[src/hdl/tarpm_pkg.sv]
// Shared types and constants for the three-axis rate PID mixer.
// Holds the register index codes, fixed-point constants and the
// command/status structs that join the controller and the datapath.
package tarpm_pkg;

   localparam int TARPM_AXES = 3;

   localparam int CSR_INDEX_W = 3;
   localparam int CSR_DATA_W  = 16;
   localparam int REQ_DATA_W  = 48;
   localparam int RSP_DATA_W  = 48;
   localparam int AXIS_W      = 2;

   typedef enum logic [CSR_INDEX_W-1:0] {
      CSR_PULSE_CENTER = 3'd0,
      CSR_GAIN_PROP    = 3'd1,
      CSR_GAIN_INTEG   = 3'd2,
      CSR_GAIN_DERIV   = 3'd3,
      CSR_DRIVE_LIMIT  = 3'd4
   } csr_index_type;

   localparam logic [11:0] CENTER_RESET = 12'd1500;
   localparam logic [14:0] LIMIT_RESET  = 15'd400;

   localparam logic [AXIS_W-1:0] AXIS_ROLL = 2'd0;

   // floor(n/5) and floor(n/3) by reciprocal, offsets keep the dividend positive
   localparam logic signed [27:0] OFF5  = 28'sd41943040;  // 5 * 2^23
   localparam logic signed [27:0] OFF3  = 28'sd50331648;  // 3 * 2^24
   localparam logic signed [29:0] RCP5  = 30'sd214748365; // ceil(2^30 / 5)
   localparam logic signed [29:0] RCP3  = 30'sd357913942; // ceil(2^30 / 3)
   localparam logic signed [25:0] BASE5 = 26'sd8388608;   // 2^23
   localparam logic signed [26:0] BASE3 = 27'sd16777216;  // 2^24

   localparam logic signed [23:0] Q_MAX = 24'sh7FFFFF;
   localparam logic signed [23:0] Q_MIN = 24'sh800000;

   typedef struct packed {
      logic capture;
      logic div5;
      logic div3;
      logic err;
      logic mul_i;
      logic mul_p;
      logic mul_d;
      logic sum;
      logic fin;
   } cmd_type;

   typedef struct packed {
      logic out_free;
   } status_type;

endpackage

[src/hdl/tarpm_ctrl.sv]
// Sequencer for the three-axis rate PID mixer.
// Steps one request through the datapath; uses tarpm_pkg command/status types.
module tarpm_ctrl import tarpm_pkg::*; (
   input  logic       clock,
   input  logic       reset,
   input  logic       req_tvalid,
   output logic       req_tready,
   input  status_type status,
   output cmd_type    cmd
);

   typedef enum logic [8:0] {
      ST_IDLE = 9'b000000001,
      ST_DIV5 = 9'b000000010,
      ST_DIV3 = 9'b000000100,
      ST_ERR  = 9'b000001000,
      ST_MULI = 9'b000010000,
      ST_MULP = 9'b000100000,
      ST_MULD = 9'b001000000,
      ST_SUM  = 9'b010000000,
      ST_FIN  = 9'b100000000
   } ctrl_state_type;

   ctrl_state_type state_ff, state_in;

   always_comb begin
      state_in = state_ff;
      cmd      = '0;
      case (state_ff)
         ST_IDLE: begin
            cmd.capture = req_tvalid;
            if (req_tvalid) state_in = ST_DIV5;
         end
         ST_DIV5: begin
            cmd.div5 = 1'b1;
            state_in = ST_DIV3;
         end
         ST_DIV3: begin
            cmd.div3 = 1'b1;
            state_in = ST_ERR;
         end
         ST_ERR: begin
            cmd.err  = 1'b1;
            state_in = ST_MULI;
         end
         ST_MULI: begin
            cmd.mul_i = 1'b1;
            state_in  = ST_MULP;
         end
         ST_MULP: begin
            cmd.mul_p = 1'b1;
            state_in  = ST_MULD;
         end
         ST_MULD: begin
            cmd.mul_d = 1'b1;
            state_in  = ST_SUM;
         end
         ST_SUM: begin
            cmd.sum  = 1'b1;
            state_in = ST_FIN;
         end
         ST_FIN: begin
            cmd.fin = status.out_free;
            if (status.out_free) state_in = ST_IDLE;
         end
         default: begin
            state_in = ST_IDLE;
         end
      endcase
   end

   assign req_tready = (state_ff == ST_IDLE);

   always_ff @(posedge clock) begin
      if (reset) state_ff <= ST_IDLE;
      else       state_ff <= state_in;
   end

endmodule

[src/hdl/tarpm_datapath.sv]
// Datapath of the three-axis rate PID mixer: config registers, per-axis state,
// one shared multiplier and the result register. Uses tarpm_pkg.
module tarpm_datapath import tarpm_pkg::*; #(
   parameter int AXES = TARPM_AXES
) (
   input  logic                   clock,
   input  logic                   reset,
   input  logic                   csr_wen,
   input  logic [CSR_INDEX_W-1:0] csr_index,
   input  logic [CSR_DATA_W-1:0]  csr_wdata,
   input  logic [REQ_DATA_W-1:0]  req_tdata,
   input  logic [AXIS_W-1:0]      req_tuser,
   input  cmd_type                cmd,
   output status_type             status,
   output logic                   rsp_tvalid,
   input  logic                   rsp_tready,
   output logic [RSP_DATA_W-1:0]  rsp_tdata,
   output logic [AXIS_W-1:0]      rsp_tuser
);

   localparam int AIW = (AXES > 1) ? $clog2(AXES) : 1;

   // configuration
   logic [11:0] center_ff, center_in;
   logic [15:0] gprop_ff, gprop_in;
   logic [15:0] ginteg_ff, ginteg_in;
   logic [15:0] gderiv_ff, gderiv_in;
   logic [14:0] limit_ff, limit_in;

   // per-axis state
   logic signed [23:0] filt_ff [AXES];
   logic signed [23:0] integ_ff [AXES];
   logic signed [23:0] prev_ff [AXES];

   // request fields
   logic [AXIS_W-1:0] axis_req;
   logic [15:0]       gyro_req;
   logic [11:0]       stick_req;
   logic [15:0]       lc_req;

   // work registers
   logic [AXIS_W-1:0]  axis_ff, axis_in;
   logic [11:0]        stick_ff, stick_in;
   logic               valid_ff, valid_in;
   logic [AIW-1:0]     idx_ff, idx_in;
   logic signed [27:0] u5_ff, u5_in;
   logic signed [27:0] u3_ff, u3_in;
   logic signed [57:0] prod_ff, prod_in;
   logic signed [23:0] fnew_ff, fnew_in;
   logic signed [23:0] err_ff, err_in;
   logic signed [24:0] diff_ff, diff_in;
   logic signed [23:0] imem_ff, imem_in;
   logic signed [29:0] pp_ff, pp_in;
   logic signed [15:0] drive_ff, drive_in;

   // result register
   logic               rvalid_ff, rvalid_in;
   logic [AXIS_W-1:0]  raxis_ff, raxis_in;
   logic signed [15:0] rdrive_ff, rdrive_in;
   logic [12:0]        rservo_ff, rservo_in;
   logic [12:0]        rmirror_ff, rmirror_in;

   // combinational helpers
   logic               axis_ok;
   logic [AIW-1:0]     idx_cap;
   logic signed [23:0] f_rd;
   logic signed [23:0] x_q;
   logic signed [13:0] stick_s, c_s, d_v;
   logic signed [17:0] dl;
   logic signed [27:0] mul_a;
   logic signed [29:0] mul_b;
   logic signed [25:0] f_w;
   logic signed [26:0] q3_s, sp_w, e_w;
   logic signed [57:0] rnd_w;
   logic signed [29:0] rnd_v;
   logic signed [23:0] lim_q;
   logic signed [30:0] im_sum;
   logic signed [31:0] o_sum;
   logic signed [23:0] o_v, o_adj;
   logic signed [15:0] drv;
   logic signed [17:0] servo_w;
   logic signed [14:0] mirror_w;
   logic [12:0]        servo_v;

   assign axis_req  = req_tuser;
   assign gyro_req  = req_tdata[15:0];
   assign stick_req = req_tdata[27:16];
   assign lc_req    = req_tdata[43:28];

   always_comb begin
      center_in = center_ff;
      gprop_in  = gprop_ff;
      ginteg_in = ginteg_ff;
      gderiv_in = gderiv_ff;
      limit_in  = limit_ff;
      if (csr_wen) begin
         case (csr_index)
            CSR_PULSE_CENTER: center_in = csr_wdata[11:0];
            CSR_GAIN_PROP:    gprop_in  = csr_wdata;
            CSR_GAIN_INTEG:   ginteg_in = csr_wdata;
            CSR_GAIN_DERIV:   gderiv_in = csr_wdata;
            CSR_DRIVE_LIMIT:  limit_in  = csr_wdata[14:0];
            default: ;
         endcase
      end
   end

   // capture: filter dividend and setpoint dividend
   always_comb begin
      axis_ok = (32'(axis_req) < AXES);
      idx_cap = axis_ok ? AIW'(axis_req) : '0;
      f_rd    = filt_ff[idx_cap];
      x_q     = signed'({gyro_req, 8'h00});
      u5_in   = u5_ff;
      u3_in   = u3_ff;
      axis_in = axis_ff;
      stick_in = stick_ff;
      valid_in = valid_ff;
      idx_in   = idx_ff;
      stick_s = signed'({2'b00, stick_req});
      c_s     = signed'({2'b00, center_ff});
      if (stick_s > c_s + 14'sd8)      d_v = stick_s - (c_s + 14'sd8);
      else if (stick_s < c_s - 14'sd8) d_v = stick_s - (c_s - 14'sd8);
      else                             d_v = '0;
      dl = 18'(d_v) - 18'(signed'(lc_req));
      if (cmd.capture) begin
         axis_in  = axis_req;
         stick_in = stick_req;
         valid_in = axis_ok;
         idx_in   = idx_cap;
         u5_in    = (28'(f_rd) <<< 2) + 28'(x_q) + 28'sd2 + OFF5;
         u3_in    = (28'(dl) <<< 8) + 28'sd1 + OFF3;
      end
   end

   // shared multiplier
   always_comb begin
      mul_a = '0;
      mul_b = '0;
      if (cmd.div5) begin
         mul_a = u5_ff;
         mul_b = RCP5;
      end else if (cmd.div3) begin
         mul_a = u3_ff;
         mul_b = RCP3;
      end else if (cmd.mul_i) begin
         mul_a = 28'(err_ff);
         mul_b = signed'({14'b0, ginteg_ff});
      end else if (cmd.mul_p) begin
         mul_a = 28'(err_ff);
         mul_b = signed'({14'b0, gprop_ff});
      end else if (cmd.mul_d) begin
         mul_a = 28'(diff_ff);
         mul_b = signed'({14'b0, gderiv_ff});
      end
      prod_in = (cmd.div5 || cmd.div3 || cmd.mul_i || cmd.mul_p || cmd.mul_d)
                ? mul_a * mul_b : prod_ff;
   end

   // filter, error, PID terms
   always_comb begin
      f_w   = signed'({1'b0, prod_ff[54:30]}) - BASE5;
      q3_s  = signed'({1'b0, prod_ff[55:30]});
      sp_w  = q3_s - BASE3;
      e_w   = 27'(fnew_ff) - sp_w;
      rnd_w = prod_ff + 58'sd2048;
      rnd_v = rnd_w[41:12];
      lim_q = signed'({1'b0, limit_ff, 8'h00});
      im_sum = 31'(integ_ff[idx_ff]) + 31'(rnd_v);
      o_sum  = 32'(pp_ff) + 32'(imem_ff) + 32'(rnd_v);

      fnew_in = fnew_ff;
      if (cmd.div3) begin
         if (f_w > 26'(Q_MAX))      fnew_in = Q_MAX;
         else if (f_w < 26'(Q_MIN)) fnew_in = Q_MIN;
         else                       fnew_in = f_w[23:0];
      end

      err_in = err_ff;
      if (cmd.err) begin
         if (e_w > 27'(Q_MAX))      err_in = Q_MAX;
         else if (e_w < 27'(Q_MIN)) err_in = Q_MIN;
         else                       err_in = e_w[23:0];
      end

      diff_in = cmd.mul_i ? 25'(err_ff) - 25'(prev_ff[idx_ff]) : diff_ff;

      imem_in = imem_ff;
      if (cmd.mul_p) begin
         if (im_sum > 31'(lim_q))       imem_in = lim_q;
         else if (im_sum < -31'(lim_q)) imem_in = -lim_q;
         else                           imem_in = im_sum[23:0];
      end

      pp_in = cmd.mul_d ? rnd_v : pp_ff;

      if (o_sum > 32'(lim_q))       o_v = lim_q;
      else if (o_sum < -32'(lim_q)) o_v = -lim_q;
      else                          o_v = o_sum[23:0];
      o_adj    = o_v[23] ? o_v + 24'sd255 : o_v;
      drive_in = cmd.sum ? o_adj[23:8] : drive_ff;
   end

   // result
   always_comb begin
      drv     = valid_ff ? drive_ff : '0;
      servo_w = signed'({6'b0, stick_ff}) + 18'(drv);
      if (servo_w < 18'sd0)         servo_v = '0;
      else if (servo_w > 18'sd8191) servo_v = 13'h1FFF;
      else                          servo_v = servo_w[12:0];
      mirror_w = signed'({2'b0, center_ff, 1'b0}) - signed'({2'b0, servo_v});

      rvalid_in  = rvalid_ff && !rsp_tready;
      raxis_in   = raxis_ff;
      rdrive_in  = rdrive_ff;
      rservo_in  = rservo_ff;
      rmirror_in = rmirror_ff;
      if (cmd.fin) begin
         rvalid_in = 1'b1;
         raxis_in  = axis_ff;
         rdrive_in = drv;
         rservo_in = servo_v;
         if (axis_ff != AXIS_ROLL)      rmirror_in = '0;
         else if (mirror_w < 15'sd0)    rmirror_in = '0;
         else if (mirror_w > 15'sd8191) rmirror_in = 13'h1FFF;
         else                           rmirror_in = mirror_w[12:0];
      end
   end

   assign status.out_free = !rvalid_ff || rsp_tready;
   assign rsp_tvalid = rvalid_ff;
   assign rsp_tuser  = raxis_ff;
   assign rsp_tdata  = {6'b0, rmirror_ff, rservo_ff, rdrive_ff};

   always_ff @(posedge clock) begin
      if (reset) begin
         center_ff <= CENTER_RESET;
         gprop_ff  <= '0;
         ginteg_ff <= '0;
         gderiv_ff <= '0;
         limit_ff  <= LIMIT_RESET;
         rvalid_ff <= 1'b0;
         for (int a = 0; a < AXES; a++) begin
            filt_ff[a]  <= '0;
            integ_ff[a] <= '0;
            prev_ff[a]  <= '0;
         end
      end else begin
         center_ff <= center_in;
         gprop_ff  <= gprop_in;
         ginteg_ff <= ginteg_in;
         gderiv_ff <= gderiv_in;
         limit_ff  <= limit_in;
         rvalid_ff <= rvalid_in;
         if (cmd.err && valid_ff)   filt_ff[idx_ff]  <= fnew_ff;
         if (cmd.mul_d && valid_ff) integ_ff[idx_ff] <= imem_ff;
         if (cmd.mul_d && valid_ff) prev_ff[idx_ff]  <= err_ff;
      end
   end

   always_ff @(posedge clock) begin
      axis_ff    <= axis_in;
      stick_ff   <= stick_in;
      valid_ff   <= valid_in;
      idx_ff     <= idx_in;
      u5_ff      <= u5_in;
      u3_ff      <= u3_in;
      prod_ff    <= prod_in;
      fnew_ff    <= fnew_in;
      err_ff     <= err_in;
      diff_ff    <= diff_in;
      imem_ff    <= imem_in;
      pp_ff      <= pp_in;
      drive_ff   <= drive_in;
      raxis_ff   <= raxis_in;
      rdrive_ff  <= rdrive_in;
      rservo_ff  <= rservo_in;
      rmirror_ff <= rmirror_in;
   end

endmodule

[src/hdl/three_axis_rate_pid_mixer_core.sv]
// Top level of the three-axis rate PID mixer: sequencer plus datapath.
// Depends on tarpm_pkg, tarpm_ctrl and tarpm_datapath.
//
//   channel   direction   handshake              payload
//   req_      in          req_tvalid/req_tready  tdata {lc,stick,gyro}, tuser axis_sel
//   rsp_      out         rsp_tvalid/rsp_tready  tdata {mirror,servo,drive}, tuser axis
//   csr_      in          csr_wen                csr_index, csr_wdata
//
// Once a request is accepted, req_tready stays low until its final step ends:
// the single shared multiplier serves two reciprocal divides and three gain
// products in turn, with the error step between them and the sum step after.
// Reset is synchronous; clears per-axis state and rsp_tvalid, restores the CSRs.
// The result waits in an output register; the next request is taken meanwhile
// and holds in its last step until the previous result is taken.
module three_axis_rate_pid_mixer_core import tarpm_pkg::*; #(
   parameter int AXES = TARPM_AXES
) (
   input  logic                   clock,
   input  logic                   reset,
   input  logic                   csr_wen,
   input  logic [CSR_INDEX_W-1:0] csr_index,
   input  logic [CSR_DATA_W-1:0]  csr_wdata,
   input  logic                   req_tvalid,
   output logic                   req_tready,
   // [15:0] gyro_rate, [27:16] stick_pulse, [43:28] level_correction, zero above
   input  logic [REQ_DATA_W-1:0]  req_tdata,
   // [1:0] axis_sel
   input  logic [AXIS_W-1:0]      req_tuser,
   output logic                   rsp_tvalid,
   input  logic                   rsp_tready,
   // [15:0] pid_drive, [28:16] servo_pulse, [41:29] mirror_pulse, zero above
   output logic [RSP_DATA_W-1:0]  rsp_tdata,
   // [1:0] axis_out
   output logic [AXIS_W-1:0]      rsp_tuser
);

   cmd_type    cmd;
   status_type status;

   tarpm_ctrl u_ctrl (
      .clock      (clock),
      .reset      (reset),
      .req_tvalid (req_tvalid),
      .req_tready (req_tready),
      .status     (status),
      .cmd        (cmd)
   );

   tarpm_datapath #(
      .AXES (AXES)
   ) u_datapath (
      .clock      (clock),
      .reset      (reset),
      .csr_wen    (csr_wen),
      .csr_index  (csr_index),
      .csr_wdata  (csr_wdata),
      .req_tdata  (req_tdata),
      .req_tuser  (req_tuser),
      .cmd        (cmd),
      .status     (status),
      .rsp_tvalid (rsp_tvalid),
      .rsp_tready (rsp_tready),
      .rsp_tdata  (rsp_tdata),
      .rsp_tuser  (rsp_tuser)
   );

   a_busy_after_request: assert property (@(posedge clock) disable iff (reset)
      (req_tvalid && req_tready) |=> !req_tready)
      else $error("request taken while a request is in progress");

   a_result_from_fin: assert property (@(posedge clock) disable iff (reset)
      $rose(rsp_tvalid) |-> $past(cmd.fin))
      else $error("result raised without a final step");

   a_single_step: assert property (@(posedge clock) disable iff (reset)
      $onehot0({cmd.capture, cmd.div5, cmd.div3, cmd.err, cmd.mul_i,
                cmd.mul_p, cmd.mul_d, cmd.sum, cmd.fin}))
      else $error("more than one datapath step at once");

endmodule
[config.mk]
export PLATFORM = sky130hd
export DESIGN_NAME = three_axis_rate_pid_mixer_core
export DESIGN_NICKNAME = d
export VERILOG_FILES = /design/src/hdl/tarpm_pkg.sv /design/src/hdl/tarpm_ctrl.sv /design/src/hdl/tarpm_datapath.sv /design/src/hdl/three_axis_rate_pid_mixer_core.sv
export SDC_FILE = /design/constraint.sdc
export NUM_CORES = 2
export LEC_CHECK = 0
export BUFFER_PORTS_ARGS = -buffer_cell sky130_fd_sc_hd__buf_2
export CORE_MARGIN = 8
export CORE_UTILIZATION = 31
export DETAILED_ROUTE_END_ITERATION = 7
export GPL_TIMING_DRIVEN = 0
export PLACE_DENSITY_LB_ADDON = 0.2
export SETUP_SLACK_MARGIN = 0.02
export SLEW_MARGIN = 20
export SYNTH_ARGS = -nofsm -noshare
export SYNTH_HDL_FRONTEND = slang
export SYNTH_SLANG_ARGS = --single-unit
[constraint.sdc]
create_clock -name clock -period 14.2 [get_ports clock]
set_input_delay 0 -clock clock [delete_from_list [all_inputs] [get_ports clock]]
set_output_delay 0 -clock clock [all_outputs]
set_load 0.05 [all_outputs]
==> results.txt <==
Setup TNS -> 0 ns
Die width -> 458 um
Worst path buffer plus inverter count -> 6
Reg clk slew, reported paths -> 0.06 ns
Num CTS Buffers -> 77
Register-to-Register Path Depth -> 34
Pin count of the biggest net entering global routing -> 47
WL per Instance -> 22.8 um
Max Slew Vio Count -> 0
Switching Share -> 34.3%
Final Hold Viols -> 0
# H-tree levels -> 3
Area grow syn2layout -> 12.5%
Resized cells post-CTS -> 0
Number of enable flip-flop cells after synthesis -> 556
Initial core utilization -> 31.1%
Global-route wire length before repair -> 303 mm
Startpoint types -> register
Clk_skew -> 0.0474 ns
Initial DRT Pass Iterations -> 6
CTS tree -> done
Fin crit share -> 88.6%
Gpl congestion -> 0.939
CTS root buf -> clkbuf_16
Comb pwr share -> 28.8%
Tightest Hold Check Type -> primary input to register
Vias in the first global route -> 45677
Hold slack final -> 0.0448 ns
CP max FO -> 10
Clk_lat worst skew -> 0.71 ns
Max IR drop VDD -> 0.0920 mV
Clk buf depth -> 3
Crit path kind -> register to register
CP max stage cell -> clkbuf_1
Layout cells sized above 1 -> 6.19%
Final #Nets -> 7645
Slew margin rel. -> 20.7%
Filler Cell Count -> 19757
Site row count -> 162
Crit. End Element -> register
Number of hold buffers added after cts -> 66
GR Util All Layers -> 19.2%
DRT Wirelength -> 205 mm
Cells after synthesis -> 6081
CTS Sinks -> 643
Overflow after GRT -> 0
Die Y -> 458 um
Crit path time final -> 12.57 ns
Hold Path Stages -> 4
Outcome -> finished, final reports clean
Internal power -> 3.92 mW
Worst endpoint data arrival time -> 12.98 ns
Pwr/cell area -> 87.7 mW/mm^2
#FFs+latches synth -> 643
Critical Path RT -> 14.61 ns
Predominant post-synthesis flop cell -> edfxtp_1
Syn Std Cell Area -> 0.0605 mm^2
Dpl hpwl -> 170 mm
Fmax achieved -> 0.0795 GHz
Vias per std cell -> 4.98
Post-synth ARST share -> 0%
DR iter-0 viols -> 3145
Unrepaired setup endpoints after global routing -> false
Cells after DPL -> 8777
Part of the power in registers -> 37.2%
Critical path depth -> 34
Cell family with most CP delay -> adder cells
Pwr Total -> 5.97 mW
CP max stage delay -> 0.83 ns
Slew @ Worst Pin -> 1.19 ns
Post-CTS Setup Inserts -> 0
I/O Buffers -> 115
Synth unique cells -> 95
Core box area -> 0.194 mm^2
Sequential cell area fraction in the yosys report -> 30.5%
I/O pins -> 126
P_sw -> 2.04 mW
Maxcap violations -> 0
Drt drc -> 0
CP most frequent cell -> fa_1
LEAKAGE -> 30.1 nW
Cell Count, Final, Fillers Out -> 8993
Ys Warns -> 0
Die area -> 0.209 mm^2
Post-Syn Area per Cell -> 9.94 um^2
Post-route ant nets -> 0
DR vias -> 44758
Clock Power Share -> 34.0%
Final setup viols -> 0
Antenna violations before repair -> 9
final cells by class:
class	count	area [um^2]	area share [%]
multi-input combinational	4193	37400	55.0
sequential	643	18400	27.1
inverter	1060	3980	5.86
tap	2542	3180	4.68
clock buffer	95	2040	2.99
timing repair buffer	199	1580	2.32
buffer	208	845	1.24
clock inverter	44	512	0.753
antenna	9	22.5	0.0331
layer usage:
layer  global-route usage, %  part of all wire, %
met5                       0               0.0093
met3                    3.84                  6.5
met2                    30.8                   45
met1                    26.0                   44
met4                    6.61                  4.1
path summary, 6_finish.rpt:
kind	start	end	slack, ns
setup reg to reg	u_ctrl.state_ff[8]	u_datapath.prod_ff[55]	1.63
setup / recovery	u_ctrl.state_ff[8]	u_datapath.prod_ff[55]	1.63
hold / removal	req_tdata[39]	u_datapath.u3_ff[19]	0.04
hold reg to reg	u_datapath.imem_ff[21]	u_datapath.integ_ff[3][21]	0.45
cell families (layout without fill, tap and decap cells):
kind of cell | Yosys count | after routing | synth area share [%]
XOR/XNOR | 248 | 248 | 3.59
buffers and inverters | 1268 | 1606 | 7.96
AND/OR/NAND/NOR | 1803 | 1803 | 14.1
flip-flops | 643 | 643 | 30.5
other | 2 | 34 | 0.0124
multiplexers | 94 | 94 | 2.56
AO/OA/AOI/OAI | 834 | 834 | 9.06
adder cells (fa/ha/maj) | 1189 | 1189 | 32.2
cells in the mapped netlist, types with 38 or more instances:
library cell / number / area share [%]
nand3_1: 67 / 0.55
o21ai_0: 151 / 1.3
and2_1: 203 / 2.1
mux4_2: 48 / 1.8
nor2b_1: 69 / 0.71
ha_1: 576 / 12
nor2_1: 488 / 3.0
inv_1: 1059 / 6.6
nor4_1: 43 / 0.44
dfxtp_1: 87 / 2.9
xnor2_1: 173 / 2.5
xor2_1: 75 / 1.1
a21o_1: 72 / 0.89
and3_1: 38 / 0.39
edfxtp_1: 556 / 28
nor3_1: 131 / 1.1
a21oi_1: 256 / 2.1
a211oi_1: 43 / 0.53
fa_1: 613 / 20
o21a_1: 53 / 0.66
nand4_1: 43 / 0.44
nand2b_1: 55 / 0.57
nand2_1: 567 / 3.5
mux2i_1: 43 / 0.71
clkbuf_1: 173 / 1.1
sequential cells by signal (all words and copies together), names as in the netlist, 25 cells and up, named ones only:
register,flops
u_datapath.prod_ff,45
u_datapath.filt_ff,72
u_datapath.u5_ff,26
u_datapath.diff_ff,25
u_datapath.prev_ff,96
u_datapath.pp_ff,30
u_datapath.integ_ff,96
metrics by stage:
| step | instance area [um^2] | util [%] | setup WS [ns] |
|---|---|---|---|
| 3_5_place_dp | 64700 | 33.3 | 1.46 |
| 2_1_floorplan | 60500 | - | 3.55 |
| 4_1_cts | 67900 | 35.0 | 1.40 |
| 5_1_grt | 68000 | 35.0 | 1.01 |
| 3_3_place_gp | 64300 | 33.1 | -0.423 |
| 6_report | 68000 | 35.0 | 1.63 |
cell usage in the layout, fill, tap and decap left out, types with 16 or more instances in the layout:
| cell type | count |
|---|---|
| a211oi_1 | 43 |
| a21o_1 | 72 |
| a21oi_1 | 256 |
| a221oi_1 | 19 |
| a22oi_1 | 16 |
| a31oi_1 | 21 |
| and2_1 | 203 |
| and3_1 | 38 |
| buf_1 | 17 |
| buf_2 | 123 |
| clkbuf_1 | 183 |
| clkbuf_16 | 78 |
| conb_1 | 25 |
| dfxtp_1 | 87 |
| dlygate4sd3_1 | 67 |
| edfxtp_1 | 556 |
| fa_1 | 613 |
| ha_1 | 576 |
| inv_1 | 1058 |
| mux2i_1 | 43 |
| mux4_2 | 48 |
| nand2_1 | 567 |
| nand2b_1 | 55 |
| nand3_1 | 67 |
| nand4_1 | 43 |
| nor2_1 | 485 |
| nor2b_1 | 68 |
| nor3_1 | 131 |
| nor4_1 | 42 |
| o21a_1 | 53 |
| o21ai_0 | 150 |
| o21bai_1 | 28 |
| o22ai_1 | 25 |
| or2_2 | 22 |
| or3_1 | 17 |
| xnor2_1 | 173 |
| xor2_1 | 75 |
worst min-delay path: cells and delay by family:
kind | cells | cell delay [ns]
xor gates and xnor gates | 1 | 0.15
adders and majority gates | 1 | 0.21
buffers and inverters | 2 | 0.24
power groups by stage:
stage	clock network (mW)	registers, mW	logic, mW
floorplan	0	2.21	1.10
global placement	0	2.25	1.68
detailed placement	0	2.25	1.70
CTS	2.08	2.21	1.74
global route	2.15	2.22	1.90
finish	2.03	2.22	1.72
(Power assumes the default switching activity.)
